[src/rtl/drd_pkg.sv]
// Shared types, constants and codes of the dead reckoning distance block.
// Depends on nothing; every other file takes names from here by scope.
package drd_pkg;

   localparam int SAMPLE_BITS_DEF = 12;

   localparam int BIAS_W    = 20;
   localparam int GAIN_W    = 20;
   localparam int STEP_W    = 32;
   localparam int THR_W     = 28;
   localparam int ACC_W     = 32;
   localparam int STATE_W   = 64;
   localparam int OUT_W     = 32;
   localparam int MUL_W     = 33;
   localparam int PROD_W    = 2 * MUL_W;
   localparam int CSR_IDX_W = 3;
   localparam int CSR_DATA_W = 32;

   // raw * gain carries 8 extra fraction bits, acc * dt carries 16
   localparam int GAIN_SHIFT = 8;
   localparam int VEL_SHIFT  = 16;
   localparam int POS_SHIFT  = 32;
   localparam int OUT_SHIFT  = 16;

   localparam logic signed [BIAS_W-1:0] BIAS_X_RST      = 20'sd355;
   localparam logic signed [BIAS_W-1:0] BIAS_Y_RST      = -20'sd114;
   localparam logic        [GAIN_W-1:0] ACCEL_GAIN_RST  = 20'd30615;
   localparam logic        [STEP_W-1:0] TIME_STEP_RST   = 32'd35791394;
   localparam logic signed [THR_W-1:0]  START_THR_RST   = -28'sd104858;
   localparam logic signed [THR_W-1:0]  STOP_THR_RST    = 28'sd196608;

   typedef enum logic [CSR_IDX_W-1:0] {
      REG_BIAS_X     = 3'd0,
      REG_BIAS_Y     = 3'd1,
      REG_ACCEL_GAIN = 3'd2,
      REG_TIME_STEP  = 3'd3,
      REG_START_THR  = 3'd4,
      REG_STOP_THR   = 3'd5
   } csr_reg_type;

   typedef enum logic [1:0] {
      EV_NONE  = 2'd0,
      EV_START = 2'd1,
      EV_END   = 2'd2
   } event_type;

   typedef enum logic [3:0] {
      ST_IDLE,
      ST_SCL_X,
      ST_SCL_Y,
      ST_DECIDE,
      ST_VEL_Y,
      ST_PHI_X,
      ST_PLO_X,
      ST_PHI_Y,
      ST_PLO_Y,
      ST_POS_Y,
      ST_RESULT
   } state_type;

   typedef struct packed {
      logic signed [BIAS_W-1:0] bias_x;
      logic signed [BIAS_W-1:0] bias_y;
      logic        [GAIN_W-1:0] accel_gain;
      logic        [STEP_W-1:0] time_step;
      logic signed [THR_W-1:0]  start_threshold;
      logic signed [THR_W-1:0]  stop_threshold;
   } cfg_type;

   typedef struct packed {
      logic                    measuring;
      event_type               event_res;
      logic signed [OUT_W-1:0] distance;
      logic signed [OUT_W-1:0] lateral_position;
   } rsp_type;

endpackage

[src/rtl/drd_mul.sv]
// Shared signed multiplier with a registered product.
// Depends on drd_pkg for operand and product widths.
module drd_mul (
   input  logic                              clock,
   input  logic signed [drd_pkg::MUL_W-1:0]  mul_a,
   input  logic signed [drd_pkg::MUL_W-1:0]  mul_b,
   output logic signed [drd_pkg::PROD_W-1:0] product
);

   logic signed [drd_pkg::PROD_W-1:0] product_ff;
   logic signed [drd_pkg::PROD_W-1:0] product_in;

   assign product_in = drd_pkg::PROD_W'(mul_a) * drd_pkg::PROD_W'(mul_b);
   assign product    = product_ff;

   always_ff @(posedge clock) begin
      product_ff <= product_in;
   end

endmodule

[config.mk]
export PLATFORM = sky130hd
export DESIGN_NAME = drd_mul
export DESIGN_NICKNAME = d
export VERILOG_FILES = /design/src/rtl/drd_pkg.sv /design/src/rtl/drd_mul.sv
export SDC_FILE = /design/constraint.sdc
export NUM_CORES = 2
export LEC_CHECK = 0
export BUFFER_PORTS_ARGS = -buffer_cell sky130_fd_sc_hd__buf_4
export CORE_MARGIN = 2
export CORE_UTILIZATION = 35
export DETAILED_ROUTE_END_ITERATION = 10
export PLACE_DENSITY = 0.56
export SYNTH_ARGS = -nofsm -noshare
export SYNTH_HDL_FRONTEND = slang
export SYNTH_SLANG_ARGS = --single-unit
[constraint.sdc]
create_clock -name clock -period 14.05 [get_ports clock]
set_clock_uncertainty 0.05 [all_clocks]
set_input_delay 2.1075 -clock clock [delete_from_list [all_inputs] [get_ports clock]]
set_output_delay 2.1075 -clock clock [all_outputs]
set_load 0.1 [all_outputs]
==> flow_summary.toml <==
[synth]
async_flop_share_pct = 0
synth_area_leaders = "fa_1 57%, inv_1 11%, and2_1 8.7%"
synth_top_family_by_area = "adder cells"
synth-edff-count = 0
synth_warnings = 0
synth_top_area_cell = "fa_1"
syn_area_sq_mm = 0.04037
synthAdderAreaFrac_pct = 63.51
synth_cell_type_count = 61
synthSimpleGateAreaFrac_pct = 15.38
ys_seq_area_share_pct = 3.273
synth_compound_area_share_pct = 3.599
synth_xor_area_share_pct = 1.627
synth_top_cell_area_share_pct = 56.79
synth-seq-cells = 66
synthCells = 4302
synth_area_per_cell_sq_um = 9.383
synthMuxAreaShare_pct = 0
syn_nets = 5731
synth_ff_type = "dfxtp_1"

[worst_setup_path]
start_kind = "input port"
crit_slowest_cell = "a21oi_1"
crit_start = "mul_a[24]"
arrival_ns = 10.30
cp_max_fo = 18
end_kind = "register"
cp_top_family = "adder cells"
crit_top_cell = "fa_1"
cpPeakStageDelay_ns = 0.93
path_buf_inv = 8
crit_required_ns = 14.33
path_class = "in2reg"

[floorplan]
dieArea_sq_mm = 0.1181
core_sq_mm = 0.1143
num_rows = 124
die_w_um = 343.6
ios = 133
die_y_um = 343.6
start_util_pct = 35.30

[sta]
rsz0062_at_grt = "no"
setup_viol = 0
finalSetupTns_ns = 0
relSlewSlack_pct = 21.68
fin_crit_ns = 10.02
max_freq_mhz = 99.84
fin_crit_sh_pct = 71.29
drv_slew = 0
worst-slew-pin-transition_ns = 1.175
hold_viol = 0

[route]
routed_wl_um = 113200
via_per_inst = 4.817
dr.pass1.iters = 5
vias = 27695
drt_iter0_markers = 1504
drc = 0
wl_per_cell_um = 19.68
ant_nets = 0

[run]
max-cap-violations = 0

[global_route]
grt_pass1_wl_um = 183900
overflow = 0
grt_usage_pct = 20.55
grt_pass1_vias = 31151
grt_max_degree = 34
antenna_found_initial = 11

[cts]
post_cts_buffers = 0
cts_tree = "done"
cts.clk_slew.worst_paths_ns = 0.07
cts_resized = 0
clk_path_buf_depth = 2
cts_hold_buffers = 0
cts_inserted_buffers = 9
cts_max_level = 3
ctsRootBufferMaster = "clkbuf_16"
cts.sinks = 66

[place]
portBuffers = 132
hpwl_um = 89990
gp_congestion = 0.8862

[finish]
fin_nets = 5658
areaGrowthSynthToFinish_pct = 5.957
final_util_pct = 37.41
final_cell_mix = "1145 x fa_1, 1133 x inv_1, 562 x and2_1"
drive_gt1_share_pct = 4.157
final_common_cell = "fa_1"
largest_register_ffs = 66

[worst_hold_path]
hold_start = "mul_a[0]"
hp-class = "in2reg"

[status]
outcome = "completed"
## final timing paths
kind / end / slack, ns / cells past startpoint
setup / recovery: product[62]$_DFF_P_ / 4.03 / 27
hold / removal: product[0]$_DFF_P_ / 2.11 / 2
## cell type report
type,count,area [sq um]
clock inverters,5,61.31
diodes,3,7.507
clock buffers,11,252.7
inverters,1133,4253
repair buffers,137,1028
multi-input cells,2882,33960
flip-flops and latches,66,1321
fillers,11691,71570
well taps,1512,1892
## cells by family (layout without fill, tap and decap cells)
family,Yosys count,count (layout)
adder cells (fa/ha/maj),1362,1362
buffers and inverters,1354,1286
AND/OR/NAND/NOR,1228,1228
AO/OA/AOI/OAI,217,217
XOR/XNOR,75,75
flip-flops,66,66
other,0,3
## routing by layer
metal,track usage [%],vias to the layer above,wire length [um],share of wire (%)
li1,-,12035,-,-
met1,28.17,14801,49200,43
met2,33.84,707,54380,48
met3,3.824,136,7089,6.3
met4,4.631,16,2394,2.1
met5,0,-,100,0.088
## metrics by stage
stage | hold slack, ns | setup slack (ns) | instance area [sq um] | std cells
5_1_grt | 2.079 | 3.693 | 42760 | 5746
3_3_place_gp | 2.547 | 3.676 | 42450 | 5730
4_1_cts | 2.054 | 4.103 | 42760 | 5746
2_1_floorplan | 2.185 | 4.672 | 40370 | 4302
3_5_place_dp | 2.541 | 3.654 | 42450 | 5730
6_report | 2.106 | 4.034 | 42770 | 5749
## synth_stat cells, types with 4 or more instances
cell type / instances
a21o_1: 28
ha_1: 217
clkbuf_1: 220
xnor2_1: 55
and2_1: 562
nand2b_1: 9
dfxtp_1: 66
and4_1: 7
o21ai_0: 37
xor2_1: 20
and3_1: 7
o21ai_1: 5
o211ai_1: 7
nand3_1: 18
o21bai_1: 8
a211oi_2: 4
nor4_1: 5
a21oi_1: 73
o21a_1: 7
nand4_1: 9
inv_1: 1133
or2_2: 4
a211oi_1: 5
a31oi_1: 9
nor3_1: 7
nand2_1: 543
nor2_1: 47
fa_1: 1145
Power is left out: the tool's default activity adds up to more than one toggle a clock period on the data nets, which glitch-free logic cannot reach.
