**src/rtl/drd_pkg.sv**
```systemverilog
// Shared types, constants and codes of the dead reckoning distance block.
// Depends on nothing; every other file takes names from here by scope.
package drd_pkg;

   localparam int SAMPLE_BITS_DEF = 12;

   localparam int BIAS_W    = 20;
   localparam int GAIN_W    = 20;
   localparam int STEP_W    = 32;
   localparam int THR_W     = 28;
   localparam int ACC_W     = 32;
   localparam int STATE_W   = 64;
   localparam int OUT_W     = 32;
   localparam int MUL_W     = 33;
   localparam int PROD_W    = 2 * MUL_W;
   localparam int CSR_IDX_W = 3;
   localparam int CSR_DATA_W = 32;

   // raw * gain carries 8 extra fraction bits, acc * dt carries 16
   localparam int GAIN_SHIFT = 8;
   localparam int VEL_SHIFT  = 16;
   localparam int POS_SHIFT  = 32;
   localparam int OUT_SHIFT  = 16;

   localparam logic signed [BIAS_W-1:0] BIAS_X_RST      = 20'sd355;
   localparam logic signed [BIAS_W-1:0] BIAS_Y_RST      = -20'sd114;
   localparam logic        [GAIN_W-1:0] ACCEL_GAIN_RST  = 20'd30615;
   localparam logic        [STEP_W-1:0] TIME_STEP_RST   = 32'd35791394;
   localparam logic signed [THR_W-1:0]  START_THR_RST   = -28'sd104858;
   localparam logic signed [THR_W-1:0]  STOP_THR_RST    = 28'sd196608;

   typedef enum logic [CSR_IDX_W-1:0] {
      REG_BIAS_X     = 3'd0,
      REG_BIAS_Y     = 3'd1,
      REG_ACCEL_GAIN = 3'd2,
      REG_TIME_STEP  = 3'd3,
      REG_START_THR  = 3'd4,
      REG_STOP_THR   = 3'd5
   } csr_reg_type;

   typedef enum logic [1:0] {
      EV_NONE  = 2'd0,
      EV_START = 2'd1,
      EV_END   = 2'd2
   } event_type;

   typedef enum logic [3:0] {
      ST_IDLE,
      ST_SCL_X,
      ST_SCL_Y,
      ST_DECIDE,
      ST_VEL_Y,
      ST_PHI_X,
      ST_PLO_X,
      ST_PHI_Y,
      ST_PLO_Y,
      ST_POS_Y,
      ST_RESULT
   } state_type;

   typedef struct packed {
      logic signed [BIAS_W-1:0] bias_x;
      logic signed [BIAS_W-1:0] bias_y;
      logic        [GAIN_W-1:0] accel_gain;
      logic        [STEP_W-1:0] time_step;
      logic signed [THR_W-1:0]  start_threshold;
      logic signed [THR_W-1:0]  stop_threshold;
   } cfg_type;

   typedef struct packed {
      logic                    measuring;
      event_type               event_res;
      logic signed [OUT_W-1:0] distance;
      logic signed [OUT_W-1:0] lateral_position;
   } rsp_type;

endpackage

```
**src/rtl/drd_csr.sv**
```systemverilog
// Configuration registers of the dead reckoning distance block.
// Depends on drd_pkg for register codes, reset values and the cfg struct.
module drd_csr (
   input  logic                             clock,
   input  logic                             reset,
   input  logic                             csr_valid,
   output logic                             csr_ready,
   input  logic [drd_pkg::CSR_IDX_W-1:0]    csr_index,
   input  logic [drd_pkg::CSR_DATA_W-1:0]   csr_data,
   output drd_pkg::cfg_type                 cfg
);

   drd_pkg::cfg_type cfg_ff;
   drd_pkg::cfg_type cfg_in;

   assign csr_ready = 1'b1;
   assign cfg       = cfg_ff;

   // keep the low bits of the write data; drop writes to unknown indexes
   always_comb begin
      cfg_in = cfg_ff;
      if (csr_valid) begin
         unique case (drd_pkg::csr_reg_type'(csr_index))
            drd_pkg::REG_BIAS_X:     cfg_in.bias_x          = signed'(csr_data[drd_pkg::BIAS_W-1:0]);
            drd_pkg::REG_BIAS_Y:     cfg_in.bias_y          = signed'(csr_data[drd_pkg::BIAS_W-1:0]);
            drd_pkg::REG_ACCEL_GAIN: cfg_in.accel_gain      = csr_data[drd_pkg::GAIN_W-1:0];
            drd_pkg::REG_TIME_STEP:  cfg_in.time_step       = csr_data[drd_pkg::STEP_W-1:0];
            drd_pkg::REG_START_THR:  cfg_in.start_threshold = signed'(csr_data[drd_pkg::THR_W-1:0]);
            drd_pkg::REG_STOP_THR:   cfg_in.stop_threshold  = signed'(csr_data[drd_pkg::THR_W-1:0]);
            default:                 cfg_in = cfg_ff;
         endcase
      end
   end

   always_ff @(posedge clock) begin
      if (reset) begin
         cfg_ff.bias_x          <= drd_pkg::BIAS_X_RST;
         cfg_ff.bias_y          <= drd_pkg::BIAS_Y_RST;
         cfg_ff.accel_gain      <= drd_pkg::ACCEL_GAIN_RST;
         cfg_ff.time_step       <= drd_pkg::TIME_STEP_RST;
         cfg_ff.start_threshold <= drd_pkg::START_THR_RST;
         cfg_ff.stop_threshold  <= drd_pkg::STOP_THR_RST;
      end else begin
         cfg_ff <= cfg_in;
      end
   end

endmodule

```
**config.mk**
```make
export PLATFORM = sky130hd
export DESIGN_NAME = drd_csr
export DESIGN_NICKNAME = d
export VERILOG_FILES = /design/src/rtl/drd_pkg.sv /design/src/rtl/drd_csr.sv
export SDC_FILE = /design/constraint.sdc
export NUM_CORES = 1
export LEC_CHECK = 0
export ABC_AREA = 1
export BUFFER_PORTS_ARGS = -buffer_cell sky130_fd_sc_hd__buf_2
export CORE_AREA = 5 5 132 134
export DETAILED_ROUTE_END_ITERATION = 8
export DIE_AREA = 0 0 137 139
export GPL_TIMING_DRIVEN = 0
export HOLD_SLACK_MARGIN = 0.15
export SETUP_SLACK_MARGIN = 0.3
export SLEW_MARGIN = 30
export SYNTH_ARGS = -nofsm -noshare
export SYNTH_HDL_FRONTEND = slang
export SYNTH_SLANG_ARGS = --single-unit
export TNS_END_PERCENT = 1
```
**constraint.sdc**
```tcl
create_clock -name clock -period 2.5 [get_ports clock]
set_input_delay 0.25 -clock clock [delete_from_list [all_inputs] [get_ports clock]]
set_output_delay 0.25 -clock clock [all_outputs]
set_load 0.02 [all_outputs]
```
==> results of run 1 <==
## Yosys cell counts
| library cell | number |
|---|---|
| nand3_1 | 148 |
| buf_4 | 2 |
| inv_2 | 2 |
| conb_1 | 1 |
| buf_2 | 29 |
| nand2_2 | 1 |
| clkinv_1 | 1 |
| dfxtp_1 | 148 |
| nand2_1 | 219 |
| nor2_2 | 4 |
| nor2_4 | 2 |
| clkbuf_1 | 11 |
| buf_1 | 7 |
| inv_1 | 36 |
| nor2_1 | 180 |
## stage by stage
step / setup slack, ps / instance area [um^2] / std cells
floorplan: 1400 / 5630 / 791
global placement: 941 / 6830 / 1196
detailed placement: 899 / 6830 / 1196
CTS: 1260 / 7650 / 1252
global route: 1240 / 7650 / 1252
finish: 1270 / 7650 / 1252
## repair_timing
item                      in CTS  in global routing
buffers inserted               0                  0
hold endpoints to repair      43                  0
hold buffers                  24                  0
## worst paths after layout
path / start / to / depth (start not counted)
setup / recovery: cfg[107] / cfg[107] / 1
setup reg to reg: cfg[143] / cfg[143] / 2
hold / removal: csr_data[17] / cfg[45] / 3
hold reg to reg: cfg[73] / cfg[73] / 2
## cell type report
cell class                      instances  area, um^2  area share, %
Clock buffer                           19         443           5.79
Sequential cell                       148        2960           38.7
Clock inverter                         13         135           1.77
Tap cell                              220         275           3.60
Multi-Input combinational cell        555        2300           30.0
Timing Repair Buffer                  209        1170           15.2
Buffer                                 49         228           2.98
Inverter                               39         146           1.91
## per-layer routing
metal	up-vias	share of wire, %	wire length, um
li1	2915	-	-
met1	2592	44	8810
met2	179	46	9130
met3	36	7.9	1580
met4	4	2.2	447
met5	-	0.13	25
## cells by family (layout without fill, tap and decap cells)
family / after synthesis / after routing / share of synthesized area, %
simple gates: 554 / 554 / 40.7
flops: 148 / 148 / 52.6
buf+inv: 88 / 329 / 6.64
other cells: 1 / 1 / 0.0666
## power groups by stage
stage / logic, mW / clock network (mW) / registers, mW
2_1_floorplan: 0.261 / 0 / 2.64
3_3_place_gp: 0.607 / 0 / 2.54
3_5_place_dp: 0.611 / 0 / 2.54
4_1_cts: 0.642 / 2.54 / 2.49
5_1_grt: 0.701 / 2.65 / 2.50
6_report: 0.638 / 2.50 / 2.49
==> results.sh, run 1 <==
export IMPL_numCtsBuffers=17
export IMPL_core_um2=16200
export IMPL_start_kind="flop"
export IMPL_io_buffer_count=185
export IMPL_yosysTopAreaCell="dfxtp_1"
export IMPL_htree_levels=4
export IMPL_path_cells="buf_2"
export IMPL_die_h_um=139
export IMPL_arrival_ps=980
export IMPL_timing_final_crit_share_pct=49.1
export IMPL_diodes=0
export IMPL_synth_area_top_cells="dfxtp_1, nand2_1, nand3_1"
export IMPL_yosysTopAreaCellShare_pct=52.6
export IMPL_synth_area_um2=5630
export IMPL_fin_crit_ps=1230
export IMPL_slowest_stage="dfxtp_1"
export IMPL_status="completed"
export IMPL_drv_cap=0
export IMPL_drtAntennaViolNets=0
export IMPL_drive_gt1_share_pct=24.8
export IMPL_worst_pin_slew_ps=557
export IMPL_grtUsageMet1_pct=27.0
export IMPL_yosysSeqAreaShare_pct=52.6
export IMPL_cts_sinks=148
export IMPL_clk_pin_slew_ps=60
export IMPL_clock_path_buffers=2
export IMPL_grt_pass1_wl_um=31200
export IMPL_max_freq_ghz=0.815
export IMPL_critical_path_required_ps=2250
export IMPL_syn_inst=791
export IMPL_p_sw_share_pct=26.5
export IMPL_rsz0062_at_grt="no"
export IMPL_slowest_delay_ps=370
export IMPL_start_util_pct=34.8
export IMPL_cts_resized_gates=0
export IMPL_wl_um=20000
export IMPL_area_growth_pct=35.9
export IMPL_busiest_layer="met2"
export IMPL_fin_setup_tns_ps=0
export IMPL_first_global_vias=5618
export IMPL_ys_warnings_count=0
export IMPL_remaining_drc_errors=0
export IMPL_hpwl_um=14900
export IMPL_cts_root_buf="clkbuf_16"
export IMPL_drt_pass1_iterations=5
export IMPL_endpoint_kind="output pin"
export IMPL_antenna_found_initial=2
export IMPL_final_core_util_pct=47.3
export IMPL_ios=187
export IMPL_critPathTopFamily="flip-flops"
export IMPL_path_class="reg2out"
export IMPL_vias_per_cell=4.57
export IMPL_cts_tree="yes"
export IMPL_p_seq_share_pct=44.2
export IMPL_num_rows=47
export IMPL_vias=5726
export IMPL_power_mw=5.63
export IMPL_relSlewSlack_pct=62.9
export IMPL_wire_per_inst_um=16.0
export IMPL_overflow=0
export IMPL_intPower_mw=4.14
export IMPL_syn_area_per_cell_um2=7.12
export IMPL_dieArea_um2=19000
export IMPL_combPwrFrac_pct=11.3
export IMPL_largest_reg_flops=148
export IMPL_nets=1057
export IMPL_drt_iter0_markers=342
export IMPL_met3_usage_pct=7.76
export IMPL_layout_common_cells="nand2_1, buf_2, nor2_1, nand3_1, dfxtp_1"
export IMPL_gp_congestion=0.823
export IMPL_num_fill_cells=1695
export IMPL_final_common_cell="nand2_1"
export IMPL_die_width_um=137
export IMPL_holdCritPathClass="in2reg"
export IMPL_power_leakage_nw=3.83
export IMPL_grtUsageMet2_pct=33.9
export IMPL_r2r_slack_ps=1900
export IMPL_net_switching_power_mw=1.49
export IMPL_finalSetupViolCount=0
export IMPL_ys_ff_latch=148
export IMPL_grt_max_degree=17
export IMPL_hold_slack_ps=148
export IMPL_yosysUniqueCellTypes=15
export IMPL_peakVddDrop_uv=495
export IMPL_hold_viol=0
export IMPL_power_density_nw_per_um2=735
export IMPL_p_clk_share_pct=44.5
export IMPL_slew_viol_final=0
export IMPL_worstPathMaxFanout=2
export IMPL_clock_latency_ps=430
export IMPL_cp_buffers_inverters=1
export IMPL_skew_ps=0
export IMPL_track_usage_pct=21.3
export IMPL_synth_nets=829
Note: power is estimated with default switching activity, not from simulation.
==> run 2, diff against run 1 <==
==> constraint.sdc (replaced) <==
create_clock -name clock -period 1.13 [get_ports clock]
set_input_delay 0.113 -clock clock [delete_from_list [all_inputs] [get_ports clock]]
set_output_delay 0.113 -clock clock [all_outputs]
set_load 0.02 [all_outputs]
==> run 2 against run 1 <==
Compared with the run above: wire length up 5.4%; final cell count up 0.96%; first-iteration DRC count up 39%; critical endpoint is now cfg[95]; total power up 130%; critical path depth unchanged.
==> results.sh, run 2 (synthesis results as in run 1) <==
export IMPL_grt_pass1_wl_um=32400
export IMPL_r2r_slack_ps=520
export IMPL_diodes=0
export IMPL_num_rows=47
export IMPL_nets=1069
export IMPL_vias_per_cell=4.70
export IMPL_r2r_cells=2
export IMPL_wire_per_inst_um=16.7
export IMPL_worst_pin_slew_ps=527
export IMPL_drt_iter0_markers=476
export IMPL_antenna_found_initial=0
export IMPL_drive_gt1_share_pct=38.3
export IMPL_status="completed"
export IMPL_numCtsBuffers=17
export IMPL_path_class="reg2out"
export IMPL_net_switching_power_mw=3.50
export IMPL_num_fill_cells=1565
export IMPL_critical_path_required_ps=1020
export IMPL_power_leakage_nw=4.15
export IMPL_final_common_cell="nand2_1"
export IMPL_ios=187
export IMPL_skew_ps=0
export IMPL_layout_common_cells="nand2_1, nor2_1, nand3_1, dfxtp_2, buf_6"
export IMPL_clk_pin_slew_ps=70
export IMPL_p_sw_share_pct=27.0
export IMPL_start_kind="flop"
export IMPL_stdcell_area_um2=8740
export IMPL_endpoint_kind="output pin"
export IMPL_intPower_mw=9.43
export IMPL_max_freq_ghz=0.977
export IMPL_cts_tree="yes"
export IMPL_start_util_pct=34.8
export IMPL_overflow=0
export IMPL_htree_levels=4
export IMPL_relSlewSlack_pct=64.8
export IMPL_core_um2=16200
export IMPL_critPathTopFamily="flip-flops"
export IMPL_die_h_um=139
export IMPL_slowest_delay_ps=330
export IMPL_dieArea_um2=19000
export IMPL_largest_reg_flops=148
export IMPL_path_cells="buf_4"
export IMPL_cts_sinks=148
export IMPL_area_growth_pct=55.2
export IMPL_remaining_drc_errors=0
export IMPL_first_global_vias=5805
export IMPL_slew_viol_final=0
export IMPL_drt_pass1_iterations=5
export IMPL_drv_cap=0
export IMPL_holdCritPathClass="in2reg"
export IMPL_p_clk_share_pct=44.2
export IMPL_hpwl_um=14800
export IMPL_cp_buffers_inverters=1
export IMPL_combPwrFrac_pct=12.8
export IMPL_final_core_util_pct=54.1
export IMPL_gp_congestion=0.853
export IMPL_peakVddDrop_uv=1070
export IMPL_power_density_nw_per_um2=1480
export IMPL_hold_depth=5
export IMPL_clock_latency_ps=420
export IMPL_io_buffer_count=185
export IMPL_grt_max_degree=17
export IMPL_cp_depth=1
export IMPL_timing_final_crit_share_pct=90.6
export IMPL_finalSetupViolCount=0
export IMPL_cts_root_buf="clkbuf_16"
export IMPL_die_width_um=137
export IMPL_worstPathMaxFanout=2
export IMPL_slowest_stage="dfxtp_2"
export IMPL_power_mw=12.9
export IMPL_drtAntennaViolNets=0
export IMPL_fin_crit_ps=1020
export IMPL_vias=5946
export IMPL_hold_viol=0
export IMPL_wl_um=21100
export IMPL_dpl_cell_area_um2=6880
export IMPL_p_seq_share_pct=43.0
export IMPL_rsz0062_at_grt="yes"
export IMPL_arrival_ps=910
export IMPL_clock_path_buffers=2
export IMPL_track_usage_pct=22.3
-- run 2: what timing repair did --
action,in CTS,in global routing
hold endpoints to repair,85,0
pin swaps,0,1
resized for setup,295,89
setup buffers,0,1
endpoints found under the setup margin,227,276
hold buffers,35,0
-- run 2: final timing paths --
| path | startpoint | endpoint |
|---|---|---|
| hold / removal | csr_index[2] | cfg[88] |
| hold reg to reg | cfg[61] | cfg[61] |
| setup reg to reg | cfg[38] | cfg[38] |
| setup / recovery | cfg[95] | cfg[95] |
-- run 2: final cells by class --
cell class | count | area [um^2] | area share, %
Buffer | 49 | 253 | 2.89
Clock buffer | 18 | 439 | 5.02
Clock inverter | 14 | 155 | 1.77
Inverter | 39 | 149 | 1.70
Multi-Input combinational cell | 555 | 2320 | 26.5
Sequential cell | 148 | 3130 | 35.8
Tap cell | 220 | 275 | 3.15
Timing Repair Buffer | 221 | 2020 | 23.1
-- run 2: through the flow --
stage	std cells	setup TNS [ps]	hold slack, ps	setup WS, ps
2_1_floorplan	791	0	226	276
3_3_place_gp	1196	-19080	333	-230
3_5_place_dp	1196	-19890	340	-232
4_1_cts	1263	0	78.3	98.1
5_1_grt	1264	0	151	82.0
6_report	1264	0	94.5	106
-- run 2: power by group through the flow --
stage / registers, mW / logic [mW] / clock network [mW]
finish: 5.56 / 1.65 / 5.71
global route: 5.58 / 1.80 / 5.99
CTS: 5.54 / 1.62 / 5.77
detailed placement: 5.61 / 1.37 / 0
global placement: 5.61 / 1.36 / 0
floorplan: 5.83 / 0.593 / 0
-- run 2: tightest hold or removal path, delay by kind of cell --
| kind | cells | cell delay, ps |
|---|---|---|
| simple gates | 4 | 280 |
| buf+inv | 1 | 110 |
-- run 2: routing by layer --
metal / global-route usage, % / wire, um / part of all wire, %
met5: 0 / 0 / 0
met4: 8.72 / 631 / 3.0
met1: 29.0 / 9080 / 43
met3: 5.48 / 1450 / 6.9
met2: 35.6 / 9930 / 47
