`config.mk`:
```
export PLATFORM = sky130hd
export DESIGN_NAME = drd_core
export DESIGN_NICKNAME = d
export VERILOG_FILES = /design/src/rtl/drd_pkg.sv /design/src/rtl/drd_core.sv
export SDC_FILE = /design/constraint.sdc
export NUM_CORES = 2
export LEC_CHECK = 0
export ABC_CLOCK_PERIOD_IN_PS = 7100
export BUFFER_PORTS_ARGS = -buffer_cell sky130_fd_sc_hd__buf_2
export CAP_MARGIN = 20
export CORE_MARGIN = 3
export CORE_UTILIZATION = 55
export DETAILED_ROUTE_END_ITERATION = 6
export HOLD_SLACK_MARGIN = 0.08
export PLACE_DENSITY = 0.75
export SLEW_MARGIN = 25
export SYNTH_ARGS = -nofsm -noshare
export SYNTH_HDL_FRONTEND = slang
export SYNTH_SLANG_ARGS = --single-unit
```
`constraint.sdc`:
```
create_clock -name clock -period 7.1 [get_ports clock]
set_input_delay 1.42 -clock clock [delete_from_list [all_inputs] [get_ports clock]]
set_output_delay 1.42 -clock clock [all_outputs]
set_load 0.1 [all_outputs]
```
`src/rtl/drd_pkg.sv`:
```
// Shared types, constants and codes of the dead reckoning distance block.
// Depends on nothing; every other file takes names from here by scope.
package drd_pkg;

   localparam int SAMPLE_BITS_DEF = 12;

   localparam int BIAS_W    = 20;
   localparam int GAIN_W    = 20;
   localparam int STEP_W    = 32;
   localparam int THR_W     = 28;
   localparam int ACC_W     = 32;
   localparam int STATE_W   = 64;
   localparam int OUT_W     = 32;
   localparam int MUL_W     = 33;
   localparam int PROD_W    = 2 * MUL_W;
   localparam int CSR_IDX_W = 3;
   localparam int CSR_DATA_W = 32;

   // raw * gain carries 8 extra fraction bits, acc * dt carries 16
   localparam int GAIN_SHIFT = 8;
   localparam int VEL_SHIFT  = 16;
   localparam int POS_SHIFT  = 32;
   localparam int OUT_SHIFT  = 16;

   localparam logic signed [BIAS_W-1:0] BIAS_X_RST      = 20'sd355;
   localparam logic signed [BIAS_W-1:0] BIAS_Y_RST      = -20'sd114;
   localparam logic        [GAIN_W-1:0] ACCEL_GAIN_RST  = 20'd30615;
   localparam logic        [STEP_W-1:0] TIME_STEP_RST   = 32'd35791394;
   localparam logic signed [THR_W-1:0]  START_THR_RST   = -28'sd104858;
   localparam logic signed [THR_W-1:0]  STOP_THR_RST    = 28'sd196608;

   typedef enum logic [CSR_IDX_W-1:0] {
      REG_BIAS_X     = 3'd0,
      REG_BIAS_Y     = 3'd1,
      REG_ACCEL_GAIN = 3'd2,
      REG_TIME_STEP  = 3'd3,
      REG_START_THR  = 3'd4,
      REG_STOP_THR   = 3'd5
   } csr_reg_type;

   typedef enum logic [1:0] {
      EV_NONE  = 2'd0,
      EV_START = 2'd1,
      EV_END   = 2'd2
   } event_type;

   typedef enum logic [3:0] {
      ST_IDLE,
      ST_SCL_X,
      ST_SCL_Y,
      ST_DECIDE,
      ST_VEL_Y,
      ST_PHI_X,
      ST_PLO_X,
      ST_PHI_Y,
      ST_PLO_Y,
      ST_POS_Y,
      ST_RESULT
   } state_type;

   typedef struct packed {
      logic signed [BIAS_W-1:0] bias_x;
      logic signed [BIAS_W-1:0] bias_y;
      logic        [GAIN_W-1:0] accel_gain;
      logic        [STEP_W-1:0] time_step;
      logic signed [THR_W-1:0]  start_threshold;
      logic signed [THR_W-1:0]  stop_threshold;
   } cfg_type;

   typedef struct packed {
      logic                    measuring;
      event_type               event_res;
      logic signed [OUT_W-1:0] distance;
      logic signed [OUT_W-1:0] lateral_position;
   } rsp_type;

endpackage

```
`src/rtl/drd_core.sv`:
```
// Sequencer and datapath: scaling, double integration, mode and result register.
// Depends on drd_pkg; drives the shared multiplier in drd_mul.
module drd_core #(
   parameter int SAMPLE_BITS = drd_pkg::SAMPLE_BITS_DEF
) (
   input  logic                              clock,
   input  logic                              reset,
   input  drd_pkg::cfg_type                  cfg,
   input  logic                              req_valid,
   output logic                              req_ready,
   input  logic signed [SAMPLE_BITS-1:0]     sample_x,
   input  logic signed [SAMPLE_BITS-1:0]     sample_y,
   output logic                              rsp_valid,
   input  logic                              rsp_ready,
   output drd_pkg::rsp_type                  rsp,
   output logic signed [drd_pkg::MUL_W-1:0]  mul_a,
   output logic signed [drd_pkg::MUL_W-1:0]  mul_b,
   input  logic signed [drd_pkg::PROD_W-1:0] product
);

   localparam int SHIFTED_W = SAMPLE_BITS + drd_pkg::GAIN_SHIFT;
   localparam int D_W = ((SHIFTED_W > drd_pkg::BIAS_W) ? SHIFTED_W : drd_pkg::BIAS_W) + 1;
   localparam int PW  = drd_pkg::PROD_W;
   localparam int SW  = drd_pkg::STATE_W;
   localparam int AW  = drd_pkg::ACC_W;

   function automatic logic signed [AW-1:0] sat_acc(input logic signed [PW-1:0] v);
      logic signed [AW-1:0] r;
      if (&v[PW-1:AW-1] || ~|v[PW-1:AW-1]) begin
         r = v[AW-1:0];
      end else if (v[PW-1]) begin
         r = {1'b1, {(AW-1){1'b0}}};
      end else begin
         r = {1'b0, {(AW-1){1'b1}}};
      end
      return r;
   endfunction

   function automatic logic signed [SW-1:0] sat_state(input logic signed [PW-1:0] v);
      logic signed [SW-1:0] r;
      if (&v[PW-1:SW-1] || ~|v[PW-1:SW-1]) begin
         r = v[SW-1:0];
      end else if (v[PW-1]) begin
         r = {1'b1, {(SW-1){1'b0}}};
      end else begin
         r = {1'b0, {(SW-1){1'b1}}};
      end
      return r;
   endfunction

   drd_pkg::state_type state_ff, state_in;

   logic                  mode_ff;
   drd_pkg::event_type    ev_ff;
   logic                  rsp_valid_ff;
   logic signed [D_W-1:0] dx_ff, dy_ff;
   logic signed [AW-1:0]  acc_x_ff, acc_y_ff;
   logic signed [SW-1:0]  vel_x_ff, vel_y_ff, pos_x_ff, pos_y_ff;
   logic signed [PW-1:0]  part_ff;
   drd_pkg::rsp_type      rsp_ff, rsp_in;

   logic                  load;
   logic signed [D_W-1:0] dx_in, dy_in;
   logic signed [AW-1:0]  acc_new;
   logic signed [SW-1:0]  vel_old, pos_old;
   logic signed [PW-1:0]  vel_sum, part_sum, pos_sum;
   logic signed [PW-1:0]  dist_full, lat_full;
   logic                  start_hit, stop_hit;
   logic signed [drd_pkg::MUL_W-1:0] gain_op, step_op;

   assign req_ready = (state_ff == drd_pkg::ST_IDLE);
   assign rsp_valid = rsp_valid_ff;
   assign rsp       = rsp_ff;

   // bias removal at the input, raw counts with 8 fraction bits
   assign dx_in = (D_W'(sample_x) <<< drd_pkg::GAIN_SHIFT) - D_W'(cfg.bias_x);
   assign dy_in = (D_W'(sample_y) <<< drd_pkg::GAIN_SHIFT) - D_W'(cfg.bias_y);

   assign gain_op = signed'(drd_pkg::MUL_W'(cfg.accel_gain));
   assign step_op = signed'(drd_pkg::MUL_W'(cfg.time_step));

   assign acc_new  = sat_acc(product >>> drd_pkg::GAIN_SHIFT);
   assign vel_old  = (state_ff == drd_pkg::ST_VEL_Y) ? vel_x_ff : vel_y_ff;
   assign vel_sum  = PW'(vel_old) + (product >>> drd_pkg::VEL_SHIFT);
   assign pos_old  = (state_ff == drd_pkg::ST_PLO_X) ? pos_x_ff : pos_y_ff;
   assign part_sum = PW'(pos_old) + product;
   assign pos_sum  = part_ff
                   + signed'(PW'(product[drd_pkg::POS_SHIFT +: drd_pkg::POS_SHIFT]));

   assign start_hit = acc_new  < AW'(cfg.start_threshold);
   assign stop_hit  = acc_y_ff > AW'(cfg.stop_threshold);

   assign dist_full = -(PW'(pos_y_ff) >>> drd_pkg::OUT_SHIFT);
   assign lat_full  = PW'(pos_x_ff) >>> drd_pkg::OUT_SHIFT;

   // next state
   always_comb begin
      state_in = state_ff;
      unique case (state_ff)
         drd_pkg::ST_IDLE:   if (req_valid) state_in = drd_pkg::ST_SCL_X;
         drd_pkg::ST_SCL_X:  state_in = drd_pkg::ST_SCL_Y;
         drd_pkg::ST_SCL_Y:  state_in = drd_pkg::ST_DECIDE;
         drd_pkg::ST_DECIDE: state_in = mode_ff ? drd_pkg::ST_VEL_Y : drd_pkg::ST_RESULT;
         drd_pkg::ST_VEL_Y:  state_in = drd_pkg::ST_PHI_X;
         drd_pkg::ST_PHI_X:  state_in = drd_pkg::ST_PLO_X;
         drd_pkg::ST_PLO_X:  state_in = drd_pkg::ST_PHI_Y;
         drd_pkg::ST_PHI_Y:  state_in = drd_pkg::ST_PLO_Y;
         drd_pkg::ST_PLO_Y:  state_in = drd_pkg::ST_POS_Y;
         drd_pkg::ST_POS_Y:  state_in = drd_pkg::ST_RESULT;
         drd_pkg::ST_RESULT: if (load) state_in = drd_pkg::ST_IDLE;
         default:            state_in = drd_pkg::ST_IDLE;
      endcase
   end

   // multiplier operands and result load
   always_comb begin
      mul_a = '0;
      mul_b = '0;
      load  = 1'b0;
      unique case (state_ff)
         drd_pkg::ST_SCL_X: begin
            mul_a = drd_pkg::MUL_W'(dx_ff);
            mul_b = gain_op;
         end
         drd_pkg::ST_SCL_Y: begin
            mul_a = drd_pkg::MUL_W'(dy_ff);
            mul_b = gain_op;
         end
         drd_pkg::ST_DECIDE: begin
            mul_a = drd_pkg::MUL_W'(acc_x_ff);
            mul_b = step_op;
         end
         drd_pkg::ST_VEL_Y: begin
            mul_a = drd_pkg::MUL_W'(acc_y_ff);
            mul_b = step_op;
         end
         drd_pkg::ST_PHI_X: begin
            mul_a = drd_pkg::MUL_W'(signed'(vel_x_ff[SW-1:drd_pkg::POS_SHIFT]));
            mul_b = step_op;
         end
         drd_pkg::ST_PLO_X: begin
            mul_a = signed'(drd_pkg::MUL_W'(vel_x_ff[drd_pkg::POS_SHIFT-1:0]));
            mul_b = step_op;
         end
         drd_pkg::ST_PHI_Y: begin
            mul_a = drd_pkg::MUL_W'(signed'(vel_y_ff[SW-1:drd_pkg::POS_SHIFT]));
            mul_b = step_op;
         end
         drd_pkg::ST_PLO_Y: begin
            mul_a = signed'(drd_pkg::MUL_W'(vel_y_ff[drd_pkg::POS_SHIFT-1:0]));
            mul_b = step_op;
         end
         drd_pkg::ST_RESULT: load = !rsp_valid_ff || rsp_ready;
         default: begin
            mul_a = '0;
         end
      endcase
   end

   always_comb begin
      rsp_in.measuring        = mode_ff;
      rsp_in.event_res        = ev_ff;
      rsp_in.distance         = sat_acc(dist_full);
      rsp_in.lateral_position = sat_acc(lat_full);
   end

   // control state and integrators
   always_ff @(posedge clock) begin
      if (reset) begin
         state_ff     <= drd_pkg::ST_IDLE;
         mode_ff      <= 1'b0;
         ev_ff        <= drd_pkg::EV_NONE;
         rsp_valid_ff <= 1'b0;
         vel_x_ff     <= '0;
         vel_y_ff     <= '0;
         pos_x_ff     <= '0;
         pos_y_ff     <= '0;
      end else begin
         state_ff <= state_in;
         if (load) begin
            rsp_valid_ff <= 1'b1;
         end else if (rsp_ready) begin
            rsp_valid_ff <= 1'b0;
         end
         case (state_ff)
            drd_pkg::ST_DECIDE: begin
               if (!mode_ff) begin
                  vel_x_ff <= '0;
                  vel_y_ff <= '0;
                  pos_x_ff <= '0;
                  pos_y_ff <= '0;
                  mode_ff  <= start_hit;
                  ev_ff    <= start_hit ? drd_pkg::EV_START : drd_pkg::EV_NONE;
               end
            end
            drd_pkg::ST_VEL_Y: vel_x_ff <= sat_state(vel_sum);
            drd_pkg::ST_PHI_X: vel_y_ff <= sat_state(vel_sum);
            drd_pkg::ST_PHI_Y: pos_x_ff <= sat_state(pos_sum);
            drd_pkg::ST_POS_Y: begin
               pos_y_ff <= sat_state(pos_sum);
               mode_ff  <= !stop_hit;
               ev_ff    <= stop_hit ? drd_pkg::EV_END : drd_pkg::EV_NONE;
            end
            default: begin
               ev_ff <= ev_ff;
            end
         endcase
      end
   end

   // operands, partial sums and the result payload
   always_ff @(posedge clock) begin
      case (state_ff)
         drd_pkg::ST_IDLE: begin
            dx_ff <= dx_in;
            dy_ff <= dy_in;
         end
         drd_pkg::ST_SCL_Y:  acc_x_ff <= acc_new;
         drd_pkg::ST_DECIDE: acc_y_ff <= acc_new;
         drd_pkg::ST_PLO_X:  part_ff  <= part_sum;
         drd_pkg::ST_PLO_Y:  part_ff  <= part_sum;
         drd_pkg::ST_RESULT: if (load) rsp_ff <= rsp_in;
         default:            part_ff  <= part_ff;
      endcase
   end

`ifndef NO_ASSERTIONS
   a_busy_after_accept: assert property (@(posedge clock) disable iff (reset)
      (req_valid && req_ready) |=> !req_ready)
      else $error("input taken while a sample is still in work");

   a_start_measures: assert property (@(posedge clock) disable iff (reset)
      (rsp_valid_ff && rsp_ff.event_res == drd_pkg::EV_START) |-> rsp_ff.measuring)
      else $error("start event without measuring mode");

   a_end_stops: assert property (@(posedge clock) disable iff (reset)
      (rsp_valid_ff && rsp_ff.event_res == drd_pkg::EV_END) |-> !rsp_ff.measuring)
      else $error("end event while still measuring");

   a_idle_zero: assert property (@(posedge clock) disable iff (reset)
      (rsp_valid_ff && !rsp_ff.measuring && rsp_ff.event_res == drd_pkg::EV_NONE)
      |-> (rsp_ff.distance == '0 && rsp_ff.lateral_position == '0))
      else $error("idle result with nonzero position");

   a_mode_change: assert property (@(posedge clock) disable iff (reset)
      (!$past(reset) && mode_ff != $past(mode_ff))
      |-> ($past(state_ff) == drd_pkg::ST_DECIDE || $past(state_ff) == drd_pkg::ST_POS_Y))
      else $error("mode changed outside a decision step");
`endif

endmodule

```
==> out/qor.yml <==
status: "complete, no violations"
rows: 91
min_path_type: "reg2reg"
path_class: "reg2reg"
yosys-top-cells-count: "nand2_1 (505), dfxtp_1 (264), nor2_1 (253)"
slew_violations: 0
cp.required_ns: 7.49
p_sw_w: 0.00330
grt_max_degree: 92
crit_chain: "nand2_1 -> nor3_2 -> buf_4 -> mux2_2 -> ha_1 -> nand2_1 -> or3_1 -> a2111oi_0 -> buf_4 -> o311ai_0 -> o21ai_0 -> a21oi_1 -> o21a_1 -> a21oi_1 -> a41oi_1 -> xnor3_1"
drc: 0
worstSkewPairLatency_ns: 0.64
power_density_nw_per_um2: 228
async_flop_share_pct: 0
yosys.area.top_type: "edfxtp_1"
ys.flop_type: "dfxtp_1"
h-tree-depth: 2
syn_area_um2: 34500
synth_top_cell_area_share_pct: 20.8
synth_cell_types: 94
start_kind: "register"
setup_viol: 0
max_freq_mhz: 163
stdcell_count: 5113
ant_nets: 0
clock-sinks: 503
cp_slowest_cell: "a2111oi_0"
synth_area_leaders: "edfxtp_1 (21%), dfxtp_1 (15%), ha_1 (9.1%)"
swShare_pct: 37.0
synth_edf_count: 239
crit_arrival_ns: 6.52
finalHoldViolations: 0
skew_ns: 0.0336
worst_slack_ns: 0.965
fin_crit_ns: 6.14
cts_root_buf: "clkbuf_16"
drive_gt1_share_pct: 15.3
cp_max_fo: 14
drv_cap: 0
max-clock-path-buffers: 3
core_um2: 61900
gp_congestion: 1.04
synth_nets: 4452
rsz0062_at_grt: "false"
dp_slack_ns: 0.618
syn_area_per_cell_um2: 8.72
post-route-period-util_pct: 86.4
numCtsBuffers: 56
fp.dieW_um: 256
io_buffer_count: 375
via_per_inst: 6.52
hold_buffers: 0
start_util_pct: 55.7
io_pins: 377
tns_ns: 0
antenna_found_initial: 9
placed_cells: 5003
synth.most_common_cell: "nand2_1"
wl_per_cell_um: 25.3
drtIter0Drc: 3628
gr-usage-all-layers_pct: 37.6
synth_warnings: 0
grt-ovfl-total: 0
grt_pass1_wl_um: 191000
p_clk_share_pct: 33.2
area_growth_syn_to_layout_pct: 13.3
ctsResizeCount: 0
grt_pass1_vias: 31200
worst_slew_pin_slew_ns: 1.08
slew_headroom_pct: 27.8
slowest_delay_ns: 0.71
clkTransAtPathRegs_ns: 0.07
fill_cells: 5365
finalNetCount: 4720
comb_power_share_pct: 28.8
post_cts_buffers: 0
cts_tree: "yes"
p_leak_nw: 17.2
ir_worst_vdd_mv: 0.291
p_int_w: 0.00562
dieArea_um2: 65800
num_vias: 33300
p_seq_share_pct: 38.0
endpoint_kind: "register"
die_y_um: 256
dp_hpwl_um: 99100
fin_total_pwr_w: 0.00892
placed_area_um2: 37200
synth-seq-area-share_pct: 36.1
ys_ff_latch: 503
drtPass1Iterations: 6
design_area_um2: 39100
routed_wl_um: 129000
syn_inst: 3956
[worst max-delay path: cells and delay by family, from the launching register on]
kind / cells / cell delay, ns
multiplexers: 1 / 0.39
XOR/XNOR: 1 / 0.21
adder cells (fa/ha/maj): 1 / 0.36
AND/OR/NAND/NOR: 4 / 1.31
flip-flops: 1 / 0.58
buffers and inverters: 2 / 0.62
AO/OA/AOI/OAI: 7 / 2.39
[per-stage QoR]
step / utilization (%) / hold slack, ns
after floorplan: - / 0.408
after global placement: 60.1 / 0.411
after detailed placement: 60.1 / 0.423
after CTS: 63.1 / 0.436
after global routing: 63.1 / 0.450
final: 63.1 / 0.432
[state kept, by name, indices dropped and copies added, names as in the netlist, 4 cells and up]
| signal | flops |
|---|---|
| rsp | 67 |
| part_ff | 66 |
| pos_x_ff | 64 |
| pos_y_ff | 64 |
| vel_x_ff | 64 |
| vel_y_ff | 64 |
| acc_x_ff | 32 |
| acc_y_ff | 32 |
| dx_ff | 21 |
| dy_ff | 21 |
| state_ff | 4 |
[power by group through the flow]
stage	Combinational, W	Sequential [W]	Clock [W]
after global placement	0.00252	0.00345	0
after floorplan	0.00189	0.00344	0
after global routing	0.00272	0.00340	0.00308
after CTS	0.00254	0.00339	0.00297
final	0.00257	0.00339	0.00296
after detailed placement	0.00253	0.00345	0
[metal layers]
metal | vias to the layer above | share of wire [%] | GRT usage (%)
met3 | 429 | 9.6 | 7.47
met2 | 1947 | 45 | 61.3
li1 | 15300 | - | -
met1 | 15700 | 38 | 46.2
met5 | - | 0.046 | 0
met4 | 10 | 7.0 | 22.3
[path summary, 6_finish.rpt]
path	from	end	slack, ns	cells past startpoint
hold reg to reg	ev_ff[1]	rsp[65]	0.43	0
setup / recovery	state_ff[1]	part_ff[65]	0.96	16
setup reg to reg	state_ff[1]	part_ff[65]	0.96	16
hold / removal	ev_ff[1]	rsp[65]	0.43	0
[cell usage in the layout (no fill, tap or decap), types with 27 or more instances in the layout]
master / Yosys / layout
nor2b_1: 28 / 28
nor2_1: 253 / 247
nand2_1: 505 / 504
a22oi_1: 112 / 112
nand4_1: 93 / 93
o21ai_0: 240 / 238
nor3_1: 81 / 71
a21o_1: 121 / 121
xnor2_1: 136 / 136
a31oi_1: 34 / 34
mux2_2: 62 / 62
and2_1: 28 / 29
ha_1: 251 / 251
a211oi_1: 29 / 27
nor4_1: 29 / 28
o21a_1: 54 / 54
and3_1: 38 / 37
buf_2: 17 / 374
a221o_1: 34 / 34
inv_1: 174 / 172
o21bai_1: 31 / 30
clkbuf_16: 0 / 56
edfxtp_1: 239 / 239
a21oi_1: 231 / 230
nand3_1: 94 / 94
a22o_1: 110 / 110
buf_4: 2 / 53
dfxtp_1: 264 / 264
a32oi_1: 52 / 52
xor2_1: 110 / 110
[cell type report]
type / count / area (um^2) / share of cell area (%)
multi-input cells: 3057 / 20700 / 52.9
flip-flops and latches: 503 / 12500 / 31.9
repair buffers: 432 / 2370 / 6.06
clock buffers: 74 / 1520 / 3.90
well taps: 837 / 1050 / 2.68
inverters: 174 / 653 / 1.67
clock inverters: 32 / 340 / 0.871
diodes: 4 / 10.0 / 0.0256
[kinds of logic after synthesis]
logic type	Yosys count	share of synthesized area [%]
flops	503	36.1
fa+ha+maj	255	9.30
compound gates	1215	24.2
other cells	1	0.0109
mux	67	2.17
xor+xnor	247	6.31
buf+inv	396	4.42
simple gates	1272	17.5
Note: power is estimated with default switching activity, not from simulation.
